[src/dpmt_pkg.sv]
// ----------------------------------------------------------------------------
// dpmt_pkg
// Shared types and codes for the dual-port mailbox table.
// ----------------------------------------------------------------------------
package dpmt_pkg;

  // Field widths of the stream words and the scan count
  localparam int unsigned IDX_W  = 5;
  localparam int unsigned DATA_W = 16;
  localparam int unsigned CNT_W  = 6;

  // Request opcodes
  localparam logic [1:0] OP_SEND     = 2'd0;
  localparam logic [1:0] OP_CLEAR    = 2'd1;
  localparam logic [1:0] OP_REGISTER = 2'd2;
  localparam logic [1:0] OP_POLL     = 2'd3;

  // Result kinds
  localparam logic [1:0] KIND_STATUS = 2'd0;
  localparam logic [1:0] KIND_ACK    = 2'd1;
  localparam logic [1:0] KIND_ENTRY  = 2'd2;
  localparam logic [1:0] KIND_DONE   = 2'd3;

  // Sequencer states
  typedef enum logic [1:0] {
    ST_IDLE,
    ST_LOOK,
    ST_SCAN,
    ST_EMIT
  } dpmt_state_t;

endpackage

[src/dpmt_ram.sv]
// ----------------------------------------------------------------------------
// dpmt_ram
// Generic single-write, single-read RAM with registered read data.
// ----------------------------------------------------------------------------
module dpmt_ram #(
  parameter  int unsigned WIDTH = 16,
  parameter  int unsigned DEPTH = 32,
  localparam int unsigned AW    = (DEPTH > 1) ? $clog2(DEPTH) : 1
) (
  input  logic             clk,
  input  logic             wr_en,
  input  logic [AW-1:0]    wr_addr,
  input  logic [WIDTH-1:0] wr_data,
  input  logic [AW-1:0]    rd_addr,
  output logic [WIDTH-1:0] rd_data
);

  logic [WIDTH-1:0] mem [DEPTH];

  // write port
  always_ff @(posedge clk) begin
    if (wr_en) begin
      mem[wr_addr] <= wr_data;
    end
  end

  // registered read port
  always_ff @(posedge clk) begin
    rd_data <= mem[rd_addr];
  end

endmodule

[src/dual_port_mailbox_table_core.sv]
// ----------------------------------------------------------------------------
// dual_port_mailbox_table_core
// Mailbox table with handler marks, doorbell flag and a scanning poll.
// ----------------------------------------------------------------------------
// One request word is taken at a time; in_tready is high only while the
// sequencer is idle. Mailbox words sit in a RAM with one read and one write
// port, so the RAM read latency sets the timing: clear and register go
// straight to the result word, send passes read, check and write, result,
// and poll scans its N mailboxes, reading one mailbox per cycle between
// reported entries and pausing for each entry it reports until the result
// register is free. The result register lets the next request in while a
// finished word waits on out_tready. After reset the table reads as all
// zero at once (per-entry valid bits), with no clearing pass.
module dual_port_mailbox_table_core
  import dpmt_pkg::*;
#(
  parameter int unsigned MAILBOXES = 32
) (
  input  logic        clk,
  input  logic        rst_n,
  // configuration: active_count
  input  logic        cfg_wr_en,
  input  logic [5:0]  cfg_wr_data,
  // requests
  input  logic        in_tvalid,
  output logic        in_tready,
  input  logic [1:0]  in_tuser,   // opcode
  input  logic [23:0] in_tdata,   // mailbox_index[4:0], send_value[20:5],
                                  // handler_present[21], zero pad
  // results
  output logic        out_tvalid,
  input  logic        out_tready,
  output logic [1:0]  out_tuser,  // result_kind
  output logic        out_tlast,  // last
  output logic [23:0] out_tdata   // accepted[0], entry_index[5:1],
                                  // entry_data[21:6], doorbell[22], zero pad
);

  // only 32 mailboxes are addressable by a 5-bit index
  localparam int unsigned DEPTH = (MAILBOXES < 32) ? MAILBOXES : 32;
  localparam int unsigned AW    = (DEPTH > 1) ? $clog2(DEPTH) : 1;
  localparam int unsigned CW    = $clog2(DEPTH + 1);
  localparam logic [CNT_W-1:0] DEPTH_C = CNT_W'(DEPTH);

  // request fields
  logic [IDX_W-1:0]         in_idx;
  logic signed [DATA_W-1:0] in_data;
  logic                     in_present;
  logic                     in_inside;

  assign in_idx     = in_tdata[4:0];
  assign in_data    = in_tdata[20:5];
  assign in_present = in_tdata[21];
  assign in_inside  = (CNT_W'(in_idx) < DEPTH_C);

  // state
  dpmt_state_t              state_r, state_nxt;
  logic [AW-1:0]            idx_r, idx_nxt;
  logic                     inside_r, inside_nxt;
  logic signed [DATA_W-1:0] data_r, data_nxt;
  logic [CW-1:0]            ptr_r, ptr_nxt;
  logic [CNT_W-1:0]         active_count_r;
  logic                     doorbell_r, doorbell_nxt;
  logic [DEPTH-1:0]         vld_r, vld_nxt;
  logic [DEPTH-1:0]         mark_r, mark_nxt;

  // pending result
  logic [1:0]               pkind_r, pkind_nxt;
  logic                     pacc_r, pacc_nxt;
  logic [IDX_W-1:0]         pidx_r, pidx_nxt;
  logic signed [DATA_W-1:0] pdata_r, pdata_nxt;
  logic                     plast_r, plast_nxt;

  // output register
  logic                     out_valid_r, out_valid_nxt;
  logic [1:0]               out_kind_r, out_kind_nxt;
  logic                     out_acc_r, out_acc_nxt;
  logic [IDX_W-1:0]         out_idx_r, out_idx_nxt;
  logic signed [DATA_W-1:0] out_data_r, out_data_nxt;
  logic                     out_bell_r, out_bell_nxt;
  logic                     out_last_r, out_last_nxt;

  // RAM port
  logic                     ram_wr_en;
  logic [AW-1:0]            ram_rd_addr;
  logic signed [DATA_W-1:0] ram_rd_data;

  // scan helpers
  logic [CW-1:0] limit;
  logic [CW-1:0] ptr_inc;
  logic          out_free;
  logic          word_zero;
  logic          send_ok;
  logic          hit;

  assign limit    = (active_count_r > DEPTH_C) ? CW'(DEPTH) : CW'(active_count_r);
  assign ptr_inc  = ptr_r + 1'b1;
  assign out_free = !out_valid_r || out_tready;

  assign word_zero = !vld_r[idx_r] || (ram_rd_data == '0);
  assign send_ok   = inside_r && word_zero;
  assign hit       = mark_r[ptr_r[AW-1:0]] && vld_r[ptr_r[AW-1:0]] &&
                     (ram_rd_data != '0);

  dpmt_ram #(
    .WIDTH (DATA_W),
    .DEPTH (DEPTH)
  ) u_words (
    .clk     (clk),
    .wr_en   (ram_wr_en),
    .wr_addr (idx_r),
    .wr_data (data_r),
    .rd_addr (ram_rd_addr),
    .rd_data (ram_rd_data)
  );

  // sequencer next state
  always_comb begin
    state_nxt     = state_r;
    idx_nxt       = idx_r;
    inside_nxt    = inside_r;
    data_nxt      = data_r;
    ptr_nxt       = ptr_r;
    doorbell_nxt  = doorbell_r;
    vld_nxt       = vld_r;
    mark_nxt      = mark_r;
    pkind_nxt     = pkind_r;
    pacc_nxt      = pacc_r;
    pidx_nxt      = pidx_r;
    pdata_nxt     = pdata_r;
    plast_nxt     = plast_r;
    out_valid_nxt = out_valid_r;
    out_kind_nxt  = out_kind_r;
    out_acc_nxt   = out_acc_r;
    out_idx_nxt   = out_idx_r;
    out_data_nxt  = out_data_r;
    out_bell_nxt  = out_bell_r;
    out_last_nxt  = out_last_r;
    ram_wr_en     = 1'b0;
    ram_rd_addr   = ptr_r[AW-1:0];
    in_tready     = (state_r == ST_IDLE);

    // result word taken
    if (out_valid_r && out_tready) begin
      out_valid_nxt = 1'b0;
    end

    case (state_r)
      ST_IDLE: begin
        if (in_tvalid) begin
          idx_nxt    = in_idx[AW-1:0];
          inside_nxt = in_inside;
          data_nxt   = in_data;
          pacc_nxt   = 1'b0;
          pidx_nxt   = '0;
          pdata_nxt  = '0;
          plast_nxt  = 1'b1;
          case (in_tuser)
            OP_SEND: begin
              ram_rd_addr = in_idx[AW-1:0];
              state_nxt   = ST_LOOK;
            end
            OP_CLEAR, OP_REGISTER: begin
              if (in_inside) begin
                vld_nxt[in_idx[AW-1:0]] = 1'b0;
                if (in_tuser == OP_REGISTER) begin
                  mark_nxt[in_idx[AW-1:0]] = in_present;
                end
              end
              pkind_nxt = KIND_ACK;
              state_nxt = ST_EMIT;
            end
            OP_POLL: begin
              doorbell_nxt = 1'b0;
              ptr_nxt      = '0;
              ram_rd_addr  = '0;
              if (limit == '0) begin
                pkind_nxt = KIND_DONE;
                state_nxt = ST_EMIT;
              end else begin
                state_nxt = ST_SCAN;
              end
            end
            default: begin
              state_nxt = ST_IDLE;
            end
          endcase
        end
      end

      // send: check the word read back, then store
      ST_LOOK: begin
        if (send_ok && (data_r != '0)) begin
          ram_wr_en      = 1'b1;
          vld_nxt[idx_r] = 1'b1;
          doorbell_nxt   = 1'b1;
        end
        pkind_nxt = KIND_STATUS;
        pacc_nxt  = send_ok;
        state_nxt = ST_EMIT;
      end

      // poll: one mailbox per cycle until an entry is found
      ST_SCAN: begin
        if (hit) begin
          pkind_nxt = KIND_ENTRY;
          pidx_nxt  = IDX_W'(ptr_r);
          pdata_nxt = ram_rd_data;
          plast_nxt = 1'b0;
          state_nxt = ST_EMIT;
        end else begin
          ptr_nxt = ptr_inc;
          if (ptr_inc == limit) begin
            pkind_nxt = KIND_DONE;
            pidx_nxt  = '0;
            pdata_nxt = '0;
            plast_nxt = 1'b1;
            state_nxt = ST_EMIT;
          end else begin
            ram_rd_addr = ptr_inc[AW-1:0];
          end
        end
      end

      // load the result register, then resume
      ST_EMIT: begin
        if (out_free) begin
          out_valid_nxt = 1'b1;
          out_kind_nxt  = pkind_r;
          out_acc_nxt   = pacc_r;
          out_idx_nxt   = pidx_r;
          out_data_nxt  = pdata_r;
          out_bell_nxt  = doorbell_r;
          out_last_nxt  = plast_r;
          if (plast_r) begin
            state_nxt = ST_IDLE;
          end else begin
            ptr_nxt = ptr_inc;
            if (ptr_inc == limit) begin
              pkind_nxt = KIND_DONE;
              pidx_nxt  = '0;
              pdata_nxt = '0;
              plast_nxt = 1'b1;
            end else begin
              ram_rd_addr = ptr_inc[AW-1:0];
              state_nxt   = ST_SCAN;
            end
          end
        end
      end

      default: begin
        state_nxt = ST_IDLE;
      end
    endcase
  end

  // control registers
  always_ff @(posedge clk) begin
    if (!rst_n) begin
      state_r        <= ST_IDLE;
      doorbell_r     <= 1'b0;
      vld_r          <= '0;
      mark_r         <= '0;
      out_valid_r    <= 1'b0;
      active_count_r <= CNT_W'(32);
    end else begin
      state_r     <= state_nxt;
      doorbell_r  <= doorbell_nxt;
      vld_r       <= vld_nxt;
      mark_r      <= mark_nxt;
      out_valid_r <= out_valid_nxt;
      if (cfg_wr_en) begin
        active_count_r <= cfg_wr_data;
      end
    end
  end

  // payload registers
  always_ff @(posedge clk) begin
    idx_r      <= idx_nxt;
    inside_r   <= inside_nxt;
    data_r     <= data_nxt;
    ptr_r      <= ptr_nxt;
    pkind_r    <= pkind_nxt;
    pacc_r     <= pacc_nxt;
    pidx_r     <= pidx_nxt;
    pdata_r    <= pdata_nxt;
    plast_r    <= plast_nxt;
    out_kind_r <= out_kind_nxt;
    out_acc_r  <= out_acc_nxt;
    out_idx_r  <= out_idx_nxt;
    out_data_r <= out_data_nxt;
    out_bell_r <= out_bell_nxt;
    out_last_r <= out_last_nxt;
  end

  // outputs
  assign out_tvalid = out_valid_r;
  assign out_tuser  = out_kind_r;
  assign out_tlast  = out_last_r;
  assign out_tdata  = {1'b0, out_bell_r, out_data_r, out_idx_r, out_acc_r};

endmodule

[config.mk]
export PLATFORM = sky130hd
export DESIGN_NAME = dual_port_mailbox_table_core
export DESIGN_NICKNAME = d
export VERILOG_FILES = /design/src/dpmt_pkg.sv /design/src/dpmt_ram.sv /design/src/dual_port_mailbox_table_core.sv
export SDC_FILE = /design/constraint.sdc
export NUM_CORES = 1
export LEC_CHECK = 0
export CORE_ASPECT_RATIO = 1.2
export CORE_UTILIZATION = 30
export CTS_CLUSTER_DIAMETER = 100
export DETAILED_ROUTE_END_ITERATION = 12
export DONT_BUFFER_PORTS = 1
export GPL_TIMING_DRIVEN = 0
export PLACE_DENSITY_LB_ADDON = 0.15
export SYNTH_ARGS = -nofsm -noshare
export SYNTH_HDL_FRONTEND = slang
export SYNTH_SLANG_ARGS = --single-unit
[constraint.sdc]
create_clock -name clk -period 4.7 [get_ports clk]
set_clock_uncertainty 0.1 [all_clocks]
set_input_delay 0.47 -clock clk [delete_from_list [all_inputs] [get_ports clk]]
set_output_delay 0.47 -clock clk [all_outputs]
set_load 0.02 [all_outputs]
Word-level counts from Yosys, hierarchy flattened

Memories as Yosys holds them, arrays and structs flattened. A register that Yosys moved wholly into a read port is not among the register bits.
Cells that the tools add are included.

Memories kept: 1
Flip-flop bits (word level): 152
Bits in writable memories: 512
Logic and storage cells: 157
Input port bits: 37

Memories:

| name        | words | bits a word | read ports | clocked after Yosys merged registers in | wr ports | RTL line       | text |
|---|---|---|---|---|---|---|---|
| u_words.mem | 32    | 16          | 1          | 1                                       | 1        | dpmt_ram.sv:18 | `logic [WIDTH-1:0] mem [DEPTH];` |

Add/subtract/negate cells: 1
Multiplexer cells: 78
Eq/ne operators: 18
Order comparisons: 6
Reduce and logical (&&, ||, !) cells: 30
Bitwise gates (word level): 3

Operators with widths:

| kind                                                                  | count |
|---|---|
| 32-bit two-way mux                                                    | 3 |
| 16-bit two-way mux                                                    | 5 |
| 32-bit one-hot mux with 2 select lines                                | 1 |
| 5-bit two-way mux                                                     | 10 |
| 16-bit one-hot mux with 3 select lines                                | 1 |
| 6-bit two-way mux                                                     | 6 |
| 32-bit AND                                                            | 1 |
| 32-bit bitwise mux                                                    | 1 |
| 32-bit inverter                                                       | 1 |
| 32-bit bitwise OR                                                     | 1 |
| 16-bit nonzero test                                                   | 2 |
| 5-bit one-hot mux with 3 select lines                                 | 2 |
| 2-bit two-way mux                                                     | 12 |
| 4-bit AND reduction                                                   | 6 |
| 1-bit two-way mux                                                     | 23 |
| 5-bit by 6-bit < comparator with 1-bit output, second input constant  | 3 |
| 6-bit one-hot mux with 3 select lines                                 | 1 |
| 16-bit logical NOT                                                    | 1 |
| 2-bit one-hot mux with 4 select lines                                 | 2 |
| 1-bit binary-select mux with 5-bit select                             | 3 |
| 1-bit demux with 5-bit select                                         | 2 |
| 5-bit by 1-bit >= comparator with 1-bit output, second input constant | 2 |
| 2-bit != test, second input constant                                  | 5 |
| 5-bit one-hot mux with 2 select lines                                 | 1 |
| other kinds (23)                                                      | 41 |

Depth between registers and ports, before layout

Gate-level depths: netlist of run 1.

Depth in word-level cells: 9
Depth in mapped cells: 16

Cells and area by module

A second synthesis of run 1 with hierarchy kept.

Cell total of the unflattened synthesis: 1848
Area total of the unflattened synthesis: 27787.9 sq um

Modules (own cells, without submodules):

| module                       | times used | area an instance (sq um) | cells each |
|---|---|---|---|
| dpmt_ram                     | 1          | 20534.7                  | 1143 |
| dual_port_mailbox_table_core | 1          | 7253.2                   | 705 |

Worst setup path after synthesis of run 1

No wires, ideal clock.

Path kind: reg-to-reg
From: register state_r[0]
To: register u_words.rd_data[14] (read register of u_words.mem)
Arrival time: 3672 ps
Buffers on the path: 4
Cell stages (with the launch flop): 16
Setup slack: 840 ps
Cells stage by stage: dfxtp_1 -> inv_1 -> ha_1 -> and2_0 -> and3b_1 -> clkbuf_1 -> a22oi_1 -> a21boi_0 -> and2_1 -> clkbuf_1 -> clkbuf_1 -> clkbuf_1 -> o31a_1 -> a22oi_1 -> o22ai_1 -> nor4_2

Longest elaborated chain between the ends: 2
Elaborated cells on any way between the ends: 4

RTL lines:

| what                                  | RTL line                            | text |
|---|---|---|
| from (decl)                           | dual_port_mailbox_table_core.sv:57  | `dpmt_state_t state_r, state_nxt;` |
| from (signal assigned)                | dual_port_mailbox_table_core.sv:268 | `state_r <= state_nxt;` |
| 2-bit logical NOT                     | n/a                                 |  |
| net in_tready                         | dual_port_mailbox_table_core.sv:26  | `output logic in_tready,` |
| 5-bit one-hot mux with 3 select lines | dual_port_mailbox_table_core.sv:148 | `case (state_r)` |
| to (decl)                             | dpmt_ram.sv:15                      | `output logic [WIDTH-1:0] rd_data` |

The timed path passes the listed nets, and every way through them passes these cells.
A chain may end at the register's enable or synchronous reset.

Worst setup path in the final report of run 1

From: register ptr_r[0]
To: register u_words.rd_data[5] (read register of u_words.mem)

Longest elaborated chain between the ends: 6
Elaborated cells on any way between the ends: 15

RTL lines:

| what                                                                                                | RTL line                                                                                                      | text |
|---|---|---|
| from (decl)                                                                                         | dual_port_mailbox_table_core.sv:61                                                                            | `logic [CW-1:0] ptr_r, ptr_nxt;` |
| from (signal assigned)                                                                              | dual_port_mailbox_table_core.sv:284                                                                           | `ptr_r <= ptr_nxt;` |
| 6-bit by 1-bit adder with 6-bit output or 1-bit binary-select mux with 5-bit select (tied branches) | dual_port_mailbox_table_core.sv:97, dual_port_mailbox_table_core.sv:102                                       |  |
| 6-bit equality test or 1-bit two-way mux (tied branches)                                            | dual_port_mailbox_table_core.sv:213, dual_port_mailbox_table_core.sv:239, dual_port_mailbox_table_core.sv:102 |  |
| 5-bit two-way mux or 1-bit logical AND (tied branches)                                              | dual_port_mailbox_table_core.sv:213, dual_port_mailbox_table_core.sv:239, dual_port_mailbox_table_core.sv:102 |  |
| 5-bit two-way mux or 1-bit logical AND (tied branches)                                              | dual_port_mailbox_table_core.sv:235, dual_port_mailbox_table_core.sv:102                                      |  |
| 5-bit two-way mux, on equally long branches                                                         | dual_port_mailbox_table_core.sv:227, dual_port_mailbox_table_core.sv:205                                      |  |
| 5-bit one-hot mux with 3 select lines *                                                             | dual_port_mailbox_table_core.sv:148                                                                           |  |

Mark *: on every way between the ends. The rest lies on a longest branch, timed or not. The select of a mux whose other input is x is not followed.

==> results of run 1 <==
[sequential cells by signal (all words and copies together) (netlist names), 16 cells and up]
signal	flops
vld_r	32
u_words.rd_data	16
u_words.mem	512
data_r	16
pdata_r	16
out_data_r	16
mark_r	32
[worst register-to-register path, cell delays in order, from the launching register on]
cell and delay, ps:
sky130_fd_sc_hd__edfxtp_1 550, sky130_fd_sc_hd__buf_6 210, sky130_fd_sc_hd__and3_1 200, sky130_fd_sc_hd__a311oi_4 370
sky130_fd_sc_hd__o32a_1 220, sky130_fd_sc_hd__or4b_4 480, sky130_fd_sc_hd__a311o_1 340, sky130_fd_sc_hd__o21a_4 290
sky130_fd_sc_hd__buf_12 180, sky130_fd_sc_hd__clkbuf_4 230, sky130_fd_sc_hd__o31a_1 310, sky130_fd_sc_hd__a22oi_1 390
sky130_fd_sc_hd__o22ai_1 220, sky130_fd_sc_hd__nor4_4 480
[power groups by stage]
stage	clock (mW)	combinational [mW]	sequential, mW
detailed placement	0	11.9	7.84
CTS	6.03	13.1	7.71
finish	5.91	13.8	7.66
floorplan	0	6.58	7.71
global placement	0	11.2	8.16
global route	6.23	14.4	7.71
[cell type report]
| type | count | area (µm²) |
|---|---|---|
| antenna | 2 | 5.00 |
| clock inverter | 35 | 385 |
| sequential | 680 | 19500 |
| inverter | 143 | 537 |
| clock buffer | 101 | 2030 |
| multi-input combinational | 1297 | 9200 |
| tap | 1270 | 1590 |
| fill | 9288 | 60600 |
| timing repair buffer | 98 | 1710 |
| buffer | 201 | 1080 |
[per-layer routing]
metal	routed length, µm	up-vias
li1	-	9396
met1	43700	10800
met2	54200	875
met3	6280	206
met4	5510	2
met5	20	-
[repair_timing]
action | in CTS | in global routing
pin swaps | 25 | 18
hold buffers | 27 | 0
gates cloned | 0 | 1
resized for setup | 212 | 90
setup endpoints to repair | 128 | 46
setup buffers | 6 | 4
hold endpoints to repair | 27 | 0
[metrics by stage]
step                      utilization (%)  worst slack [ps]  instances  hold slack, ps  TNS [ps]
final                                37.3             -6.77       3827            79.8     -6.77
after global routing                 37.3             -76.9       3826            85.0      -121
after CTS                            36.9             -5.56       3819            49.0     -8.11
after detailed placement             33.3             -1430       3651             312    -28560
after global placement               31.9             -1640       3594             317   -362050
after floorplan                         -               840       2324             300         0
[cells in the final DEF (no fill, tap or decap), drive strengths merged, types with 25 or more instances in the layout]
cell	n
edfxtp	590
o21ai	347
clkbuf	266
inv	149
a31oi	131
o31a	131
a22oi	129
buf	107
nor2	100
dfxtp	90
nand2	67
o22ai	64
a21oi	43
dlygate4sd3	27
nor4	25
[cells by family after synthesis]
group,count (synthesis),share of synthesized area [%]
AOI/OAI and AO/OA,938,20.8
xor gates and xnor gates,5,0.201
adders and majority gates,9,0.385
buffers and inverters,347,4.77
DFF,680,66.7
muxes,19,1.13
other,1,0.0128
and+or+nand+nor,325,5.95
[worst min-delay path by stage]
stage	startpoint	endpoint	slack, ps	cells past startpoint
2_1_floorplan	pacc_r$_SDFFCE_PN0P_	out_acc_r$_DFFE_PP_	300	0
3_3_place_gp	pacc_r$_SDFFCE_PN0P_	out_acc_r$_DFFE_PP_	320	0
3_5_place_dp	pacc_r$_SDFFCE_PN0P_	out_acc_r$_DFFE_PP_	310	0
4_1_cts	in_tdata[3]	mark_r[27]$_SDFFE_PN0P_	50	4
5_1_grt	in_tvalid	pkind_r[0]$_SDFFCE_PP1P_	90	2
6_report	in_tdata[3]	mark_r[27]$_SDFFE_PN0P_	80	4
==> Flow_metrics.wiki, run 1 <==
{| class="wikitable"
! Metric !! Value
|-
| Outcome || finished, violations left
|-
| Violations in the final reports || setup timing
|-
| Final Hold Fails || 0
|-
| Maximum level of the CTS H-tree || 3
|-
| Wire length per cell after detailed routing || 28.6 µm
|-
| WP depth || 13
|-
| Max-cap check violation count || 0
|-
| Number of global-route vias before repair || 21100
|-
| Initial cell density of the core || 30.3%
|-
| EDFF count, synth || 590
|-
| Capture point of the critical path || u_words.rd_data[5]$_DFF_P_
|-
| Via count normalized by instance count || 5.56
|-
| Static leakage || 11.9 nW
|-
| P_int || 15.3 mW
|-
| Net switching power || 12.1 mW
|-
| Number of warning messages in the yosys log || 0
|-
| Reg-to-reg endpoint || u_words.rd_data[5]$_DFF_P_
|-
| Total cell area at the placement stage || 32200 µm²
|-
| Primary flip-flop cell chosen by synthesis mapping || sky130_fd_sc_hd__edfxtp_1
|-
| Clock tree sinks || 680
|-
| Synthesized instance count || 2324
|-
| Critical path data required time || 5100 ps
|-
| Fin area || 36100 µm²
|-
| Post-detailed-route count of antenna-violating nets || 0
|-
| Delay of the slowest critical-path stage || 550 ps
|-
| Wire length after detailed routing || 110000 µm
|-
| Std cell rows || 125
|-
| Number of distinct standard cells referenced by the synthesized netlist || 71
|-
| Flip-flop and latch count after synthesis || 680
|-
| Share of layout cells above drive strength 1 || 19.3%
|-
| Skew-Pair Late Insertion Delay || 650 ps
|-
| Slew @ Worst Pin || 1230 ps
|-
| Kind of cell adding the most delay to the critical path || compound AO/OA/AOI/OAI gates
|-
| Critical path endpoint category || register
|-
| IO buf count || 0
|-
| Leading post-synthesis cells by instance count || sky130_fd_sc_hd__edfxtp_1, sky130_fd_sc_hd__o21ai_0, sky130_fd_sc_hd__clkbuf_1, sky130_fd_sc_hd__inv_1
|-
| Met2 track demand over resource || 38.1%
|-
| Number of buffer and inverter instances along the worst setup path || 3
|-
| Power share of the combinational group || 50.4%
|-
| Routing usage on met1 || 27.0%
|-
| Worst setup SP type || register
|-
| Rel. slew slack || 17.5%
|-
| Number of I/O pins || 66
|-
| Minimum clock period after layout || 4710 ps
|-
| Antenna violations before repair || 4
|-
| Total routing resource utilization after global routing || 22.0%
|-
| Minimum setup slack in the final design || -6.77 ps
|-
| Critical Path Start || ptr_r[0]$_SDFFCE_PN0P_
|-
| Chip width || 287 µm
|-
| Register-to-Register Setup Slack || -7 ps
|-
| Seq pwr share || 28.0%
|-
| Pwr per Cell Area || 759 nW/µm²
|-
| Pin count of the biggest net entering global routing || 34
|-
| Net count of the mapped netlist || 2370
|-
| FF-to-FF Start || ptr_r[0]$_SDFFCE_PN0P_
|-
| Core area || 96700 µm²
|-
| Synth Cell Area || 29200 µm²
|-
| Vias || 21300
|-
| Top cell type by total area after synthesis || sky130_fd_sc_hd__edfxtp_1
|-
| Sequential share of the synthesized area || 66.7%
|-
| Share of synthesized registers carrying an async set or reset || 0%
|-
| Most heavily used metal layer in global routing || met2
|-
| Cell chain of the critical path || buf_6 > and3_1 > a311oi_4 > o32a_1 > or4b_4 > a311o_1 > o21a_4 > buf_12 > clkbuf_4 > o31a_1 > a22oi_1 > o22ai_1 > nor4_4
|-
| Number of buffers created by CTS || 74
|-
| Library cell with the highest instance count after synthesis || sky130_fd_sc_hd__edfxtp_1
|-
| Crit Path Max Fanout || 10
|-
| Ranking of synthesized cells by area || sky130_fd_sc_hd__edfxtp_1, sky130_fd_sc_hd__dfxtp_1, sky130_fd_sc_hd__o21ai_0
|-
| Average cell area after synthesis || 12.6 µm²
|-
| DRC Markers || 0
|-
| Drt first pass iters || 6
|-
| Tcrit/Tclk final || 100%
|-
| Final-stage net count || 2541
|-
| Cell depth of the worst flop-to-flop path || 13
|-
| Critical Path Slowest Stage Cell || sky130_fd_sc_hd__edfxtp_1
|-
| Max Slew Vio Count || 0
|-
| Class of the most critical setup path || reg -> reg
|-
| Area of the die || 98800 µm²
|-
| M3 GR Usage || 2.88%
|-
| Area delta synth->final || 23.3%
|-
| Setup violation total in the final timing report || 1
|-
| Kind of path behind the tightest hold check || in -> reg
|-
| Switching power share of the total || 44.1%
|-
| CTS tree || done
|-
| Share of the synthesized area in the top cell type || 60.6%
|-
| Overall power of the completed layout || 27.4 mW
|-
| Peak supply drop || 0.463 mV
|-
| Clock Pin Slew Worst Setup and Hold Paths || 60 ps
|-
| Wire length of the first global-routing pass || 155000 µm
|-
| Maximum operating frequency || 212 MHz
|-
| Root buffer selected by CTS || sky130_fd_sc_hd__clkbuf_16
|-
| Iteration-0 DRC count of the detailed router || 2000
|-
| Worst EP arrival || 5100 ps
|-
| Clock network power share || 21.6%
|-
| Maximum count of clock buffers along a single path || 3
|-
| Final global-route overflow total || 0
|-
| Global placement routability congestion || 0.908
|-
| Height of the die || 344 µm
|-
| DPL Wire Length || 78700 µm
|-
| Unrepaired setup endpoints after global routing || true
|}
(Power assumes the default switching activity.)
==> run 2, diff against run 1 <==
Settings changed: ABC_AREA set to 1, CORE_UTILIZATION 30 to 55.
==> Flow_metrics.wiki, run 2 <==
{| class="wikitable"
! Metric !! Value
|-
| Net count of the mapped netlist || 3110 (+31%)
|-
| Final-stage net count || 3267 (+29%)
|-
| Number of buffers created by CTS || 69 (-6.8%)
|-
| Flip-flop count of the largest register, all copies and words added || 512 (unchanged)
|-
| Proportion of synthesized area in mux cells || 0% (-1.1 points)
|-
| Most flop-heavy register || u_words.mem
|-
| Vias || 23600 (+11%)
|-
| Initial cell density of the core || 55.6% (+25 points)
|-
| Static leakage || 13.8 nW (+15%)
|-
| CTS tree || done
|-
| Outcome || complete, no violations
|-
| Clock tree sinks || 680 (unchanged)
|-
| Kind of path behind the tightest hold check || in -> reg
|-
| Delay of the slowest critical-path stage || 570 ps (+20 ps)
|-
| Worst slack after detailed placement || -48.7 ps (+1380 ps)
|-
| Antenna violations before repair || 0 (-4)
|-
| Wire length of the first global-routing pass || 141000 µm (-9.0%)
|-
| Number of warning messages in the yosys log || 0 (unchanged)
|-
| Power share of the combinational group || 50.5% (about the same)
|-
| Post-detailed-route count of antenna-violating nets || 0 (unchanged)
|-
| Final core utilization || 64.1% (+27 points)
|-
| Final global-route overflow total || 0 (unchanged)
|-
| Share of synthesized registers carrying an async set or reset || 0% (unchanged)
|-
| Most frequent standard cell in the layout excluding fill and tap cells || sky130_fd_sc_hd__nand2_1
|-
| Height of the die || 260 µm (-25%)
|-
| Critical path endpoint category || register
|-
| Maximum operating frequency || 224 MHz (+5.2%)
|-
| P_int || 14.3 mW (-6.4%)
|-
| IO buf count || 0 (unchanged)
|-
| Pwr per Cell Area || 773 nW/µm² (+1.8%)
|-
| Worst setup SP type || register
|-
| Class of the most critical setup path || reg -> reg
|-
| Synthesized instance count || 3064 (+32%)
|-
| Area of the die || 56300 µm² (-43%)
|-
| Commonest cells after routing, fill and taps aside || sky130_fd_sc_hd__nand2_1, sky130_fd_sc_hd__nand3_1, sky130_fd_sc_hd__edfxtp_1, sky130_fd_sc_hd__inv_1, sky130_fd_sc_hd__buf_2
|-
| Crit Path Max Fanout || 11 (+1)
|-
| Kind of cell adding the most delay to the critical path || simple AND/OR/NAND/NOR gates
|-
| Max-cap check violation count || 0 (unchanged)
|-
| Biggest regs || u_words.mem (512), mark_r (32), vld_r (32)
|-
| Critical Path Slowest Stage Cell || sky130_fd_sc_hd__nor2_1
|-
| Unrepaired setup endpoints after global routing || false
|-
| Inserted Diodes || 0 (-2)
|-
| Switching power share of the total || 47.2% (+3.2 points)
|-
| Fillcell total || 4430 (-52%)
|-
| Cell chain of the critical path || nand2_1 > buf_2 > o22ai_1 > o21ai_0 > nand4_1 > o31ai_1 > and2_1 > nand2_1 > clkbuf_1 > nor2_1 > buf_4
|-
| Maximum level of the CTS H-tree || 3 (unchanged)
|-
| Tcrit/Tclk final || 95.2% (-5.0 points)
|-
| Slew @ Worst Pin || 1020 ps (-205 ps)
|-
| Rel. slew slack || 31.8% (+14 points)
|-
| Drt first pass iters || 7 (+1)
|-
| Seq pwr share || 28.7% (+0.7 points)
|-
| Setup fix buffers added after clock tree synthesis || 0 (-6)
|-
| Core area || 54800 µm² (-43%)
|-
| Dominant combinational cell family by area after synthesis || simple AND/OR/NAND/NOR gates
|-
| Number of distinct standard cells referenced by the synthesized netlist || 43 (-39%)
|-
| Synthesized-area fraction occupied by adder cells || 0.370% (-0.015 points)
|-
| Footprint of the multi-input gates || 8740 µm² (-5.0%)
|-
| Flip-flop and latch count after synthesis || 680 (unchanged)
|-
| Register area || 19500 µm² (unchanged)
|-
| Wire length after detailed routing || 96800 µm (-12%)
|-
| Average cell area after synthesis || 9.94 µm² (-21%)
|-
| Critical path data required time || 4920 ps (-180 ps)
|-
| Final Hold Fails || 0 (unchanged)
|-
| Number of I/O pins || 66 (unchanged)
|-
| Compound-gate portion of the synthesized area || 4.03% (-17 points)
|-
| Via count normalized by instance count || 5.89 (+5.9%)
|-
| Pin count of the biggest net entering global routing || 34 (unchanged)
|-
| Global placement routability congestion || 0.989 (+8.9%)
|-
| Share of layout cells above drive strength 1 || 10.4% (-8.9 points)
|-
| Wire length per cell after detailed routing || 24.2 µm (-15%)
|-
| Share of the synthesized area in the top cell type || 58.2% (-2.4 points)
|-
| Clock Pin Slew Worst Setup and Hold Paths || 70 ps (about the same)
|-
| Library cell with the highest instance count after synthesis || sky130_fd_sc_hd__nand2_1
|-
| Net switching power || 12.8 mW (+6.3%)
|-
| Leading post-synthesis cells by instance count || sky130_fd_sc_hd__nand2_1, sky130_fd_sc_hd__nand3_1, sky130_fd_sc_hd__edfxtp_1, sky130_fd_sc_hd__inv_1, sky130_fd_sc_hd__buf_2
|-
| Sum of negative setup slack || 0 ps (+6.77 ps)
|-
| Sequential share of the synthesized area || 64.1% (-2.6 points)
|-
| Iteration-0 DRC count of the detailed router || 2747 (+37%)
|-
| Number of buffer and inverter instances along the worst setup path || 3 (unchanged)
|-
| Minimum setup slack in the final design || 227 ps (+234 ps)
|-
| Peak supply drop || 0.407 mV (-12%)
|-
| Synthesized-area fraction occupied by and/or/nand/nor cells || 23.7% (+18 points)
|-
| Worst EP arrival || 4690 ps (-410 ps)
|-
| DPL Wire Length || 69400 µm (-12%)
|-
| Top cell type by total area after synthesis || sky130_fd_sc_hd__edfxtp_1
|-
| CP dominant cell by count || sky130_fd_sc_hd__nand2_1
|-
| Max Slew Vio Count || 0 (unchanged)
|-
| Clock network power share || 20.8% (-0.8 points)
|-
| Ranking of synthesized cells by area || sky130_fd_sc_hd__edfxtp_1, sky130_fd_sc_hd__nand3_1, sky130_fd_sc_hd__nand2_1
|-
| Skew-Pair Late Insertion Delay || 630 ps (-20 ps)
|-
| Minimum clock period after layout || 4470 ps (-234 ps)
|-
| Maximum count of clock buffers along a single path || 3 (unchanged)
|-
| Synth Cell Area || 30400 µm² (+4.1%)
|-
| Setup violation total in the final timing report || 0 (-1)
|-
| Root buffer selected by CTS || sky130_fd_sc_hd__clkbuf_16
|-
| EDFF count, synth || 590 (unchanged)
|-
| Number of global-route vias before repair || 22700 (+7.7%)
|-
| Total routing resource utilization after global routing || 34.6% (+13 points)
|-
| Std cell rows || 94 (-25%)
|-
| Chip width || 217 µm (-24%)
|-
| DRC Markers || 0 (unchanged)
|-
| Primary flip-flop cell chosen by synthesis mapping || sky130_fd_sc_hd__edfxtp_1
|-
| XOR/XNOR Fraction of Synth Area || 0.0863% (-0.11 points)
|-
| Minimum hold slack || 65.6 ps (-14.1 ps)
|-
| Area delta synth->final || 15.3%
|}
[run 2: changes by cell type in the layout (fill, tap and decap cells not counted), moves of 49 or more]
cell                       change
sky130_fd_sc_hd__nand3b_1     +72
sky130_fd_sc_hd__o31a_1      -131
sky130_fd_sc_hd__nand2_1     +626
sky130_fd_sc_hd__nand3_1     +634
sky130_fd_sc_hd__a22oi_2      -49
sky130_fd_sc_hd__a22oi_1      -77
sky130_fd_sc_hd__clkbuf_2     -92
sky130_fd_sc_hd__inv_1       +225
sky130_fd_sc_hd__a31oi_1     -125
sky130_fd_sc_hd__buf_2        +81
sky130_fd_sc_hd__o21ai_0     -256
[run 2: repair_timing]
item / in CTS / in global routing
gates resized for setup: 2 / 0
hold endpoints to repair: 30 / 0
hold buffers: 30 / 0
endpoints found under the setup margin: 32 / 0
[run 2: metrics by stage]
step                cell area [µm²]  std cells  power (mW)
floorplan                     30400       3064        15.8
global placement              31300       3784        20.7
detailed placement            32400       3838        21.1
CTS                           35000       3995        26.8
global route                  35100       3997        28.3
finish                        35100       3997        27.2
[run 2: cell families after synthesis]
| group | count (synthesis) |
|---|---|
| XOR/XNOR | 3 |
| other | 1 |
| flip-flops | 680 |
| AND/OR/NAND/NOR | 1585 |
| buffers and inverters | 563 |
| adder cells (fa/ha/maj) | 9 |
| AO/OA/AOI/OAI | 223 |
[run 2: tightest hold or removal path, stage by stage]
cell and delay [ps]:
sky130_fd_sc_hd__nor2_1 60, sky130_fd_sc_hd__inv_1 100, sky130_fd_sc_hd__a21oi_1 90
[run 2: routing by layer]
metal,vias up,GRT usage [%],share of wire [%]
met1,11400,41.8,37
met3,285,5.06,7.2
li1,10800,-,-
met4,0,20.6,6.2
met5,-,0,0
met2,1148,58.9,49
[run 2: worst paths after layout]
path	from	endpoint	slack, ps	cells after the start
max	idx_r[1]$_DFFE_PP_	u_words.mem[11][7]$_DFFE_PP_	230	11
min	out_tready	out_tvalid$_SDFF_PN0_	70	3
max reg2reg	idx_r[1]$_DFFE_PP_	u_words.mem[11][7]$_DFFE_PP_	230	11
min reg2reg	pdata_r[3]$_SDFFCE_PN0P_	out_data_r[3]$_DFFE_PP_	360	0
[run 2: cell type report]
type                       instances  area share (%)
clock inverter                    44            1.33
multi-input combinational       1821            24.9
clock buffer                      83            5.22
buffer                           182            2.58
inverter                         381            4.07
sequential                       680            55.6
tap                              720            2.57
timing repair buffer              86            3.76
[run 2: power groups by stage]
| stage | Clock, mW | Combinational [mW] | Sequential (mW) |
|---|---|---|---|
| after floorplan | 0 | 8.06 | 7.75 |
| after global placement | 0 | 12.5 | 8.17 |
| after detailed placement | 0 | 13.2 | 7.92 |
| after CTS | 5.66 | 13.3 | 7.81 |
| after global routing | 5.88 | 14.6 | 7.82 |
| final | 5.64 | 13.7 | 7.79 |
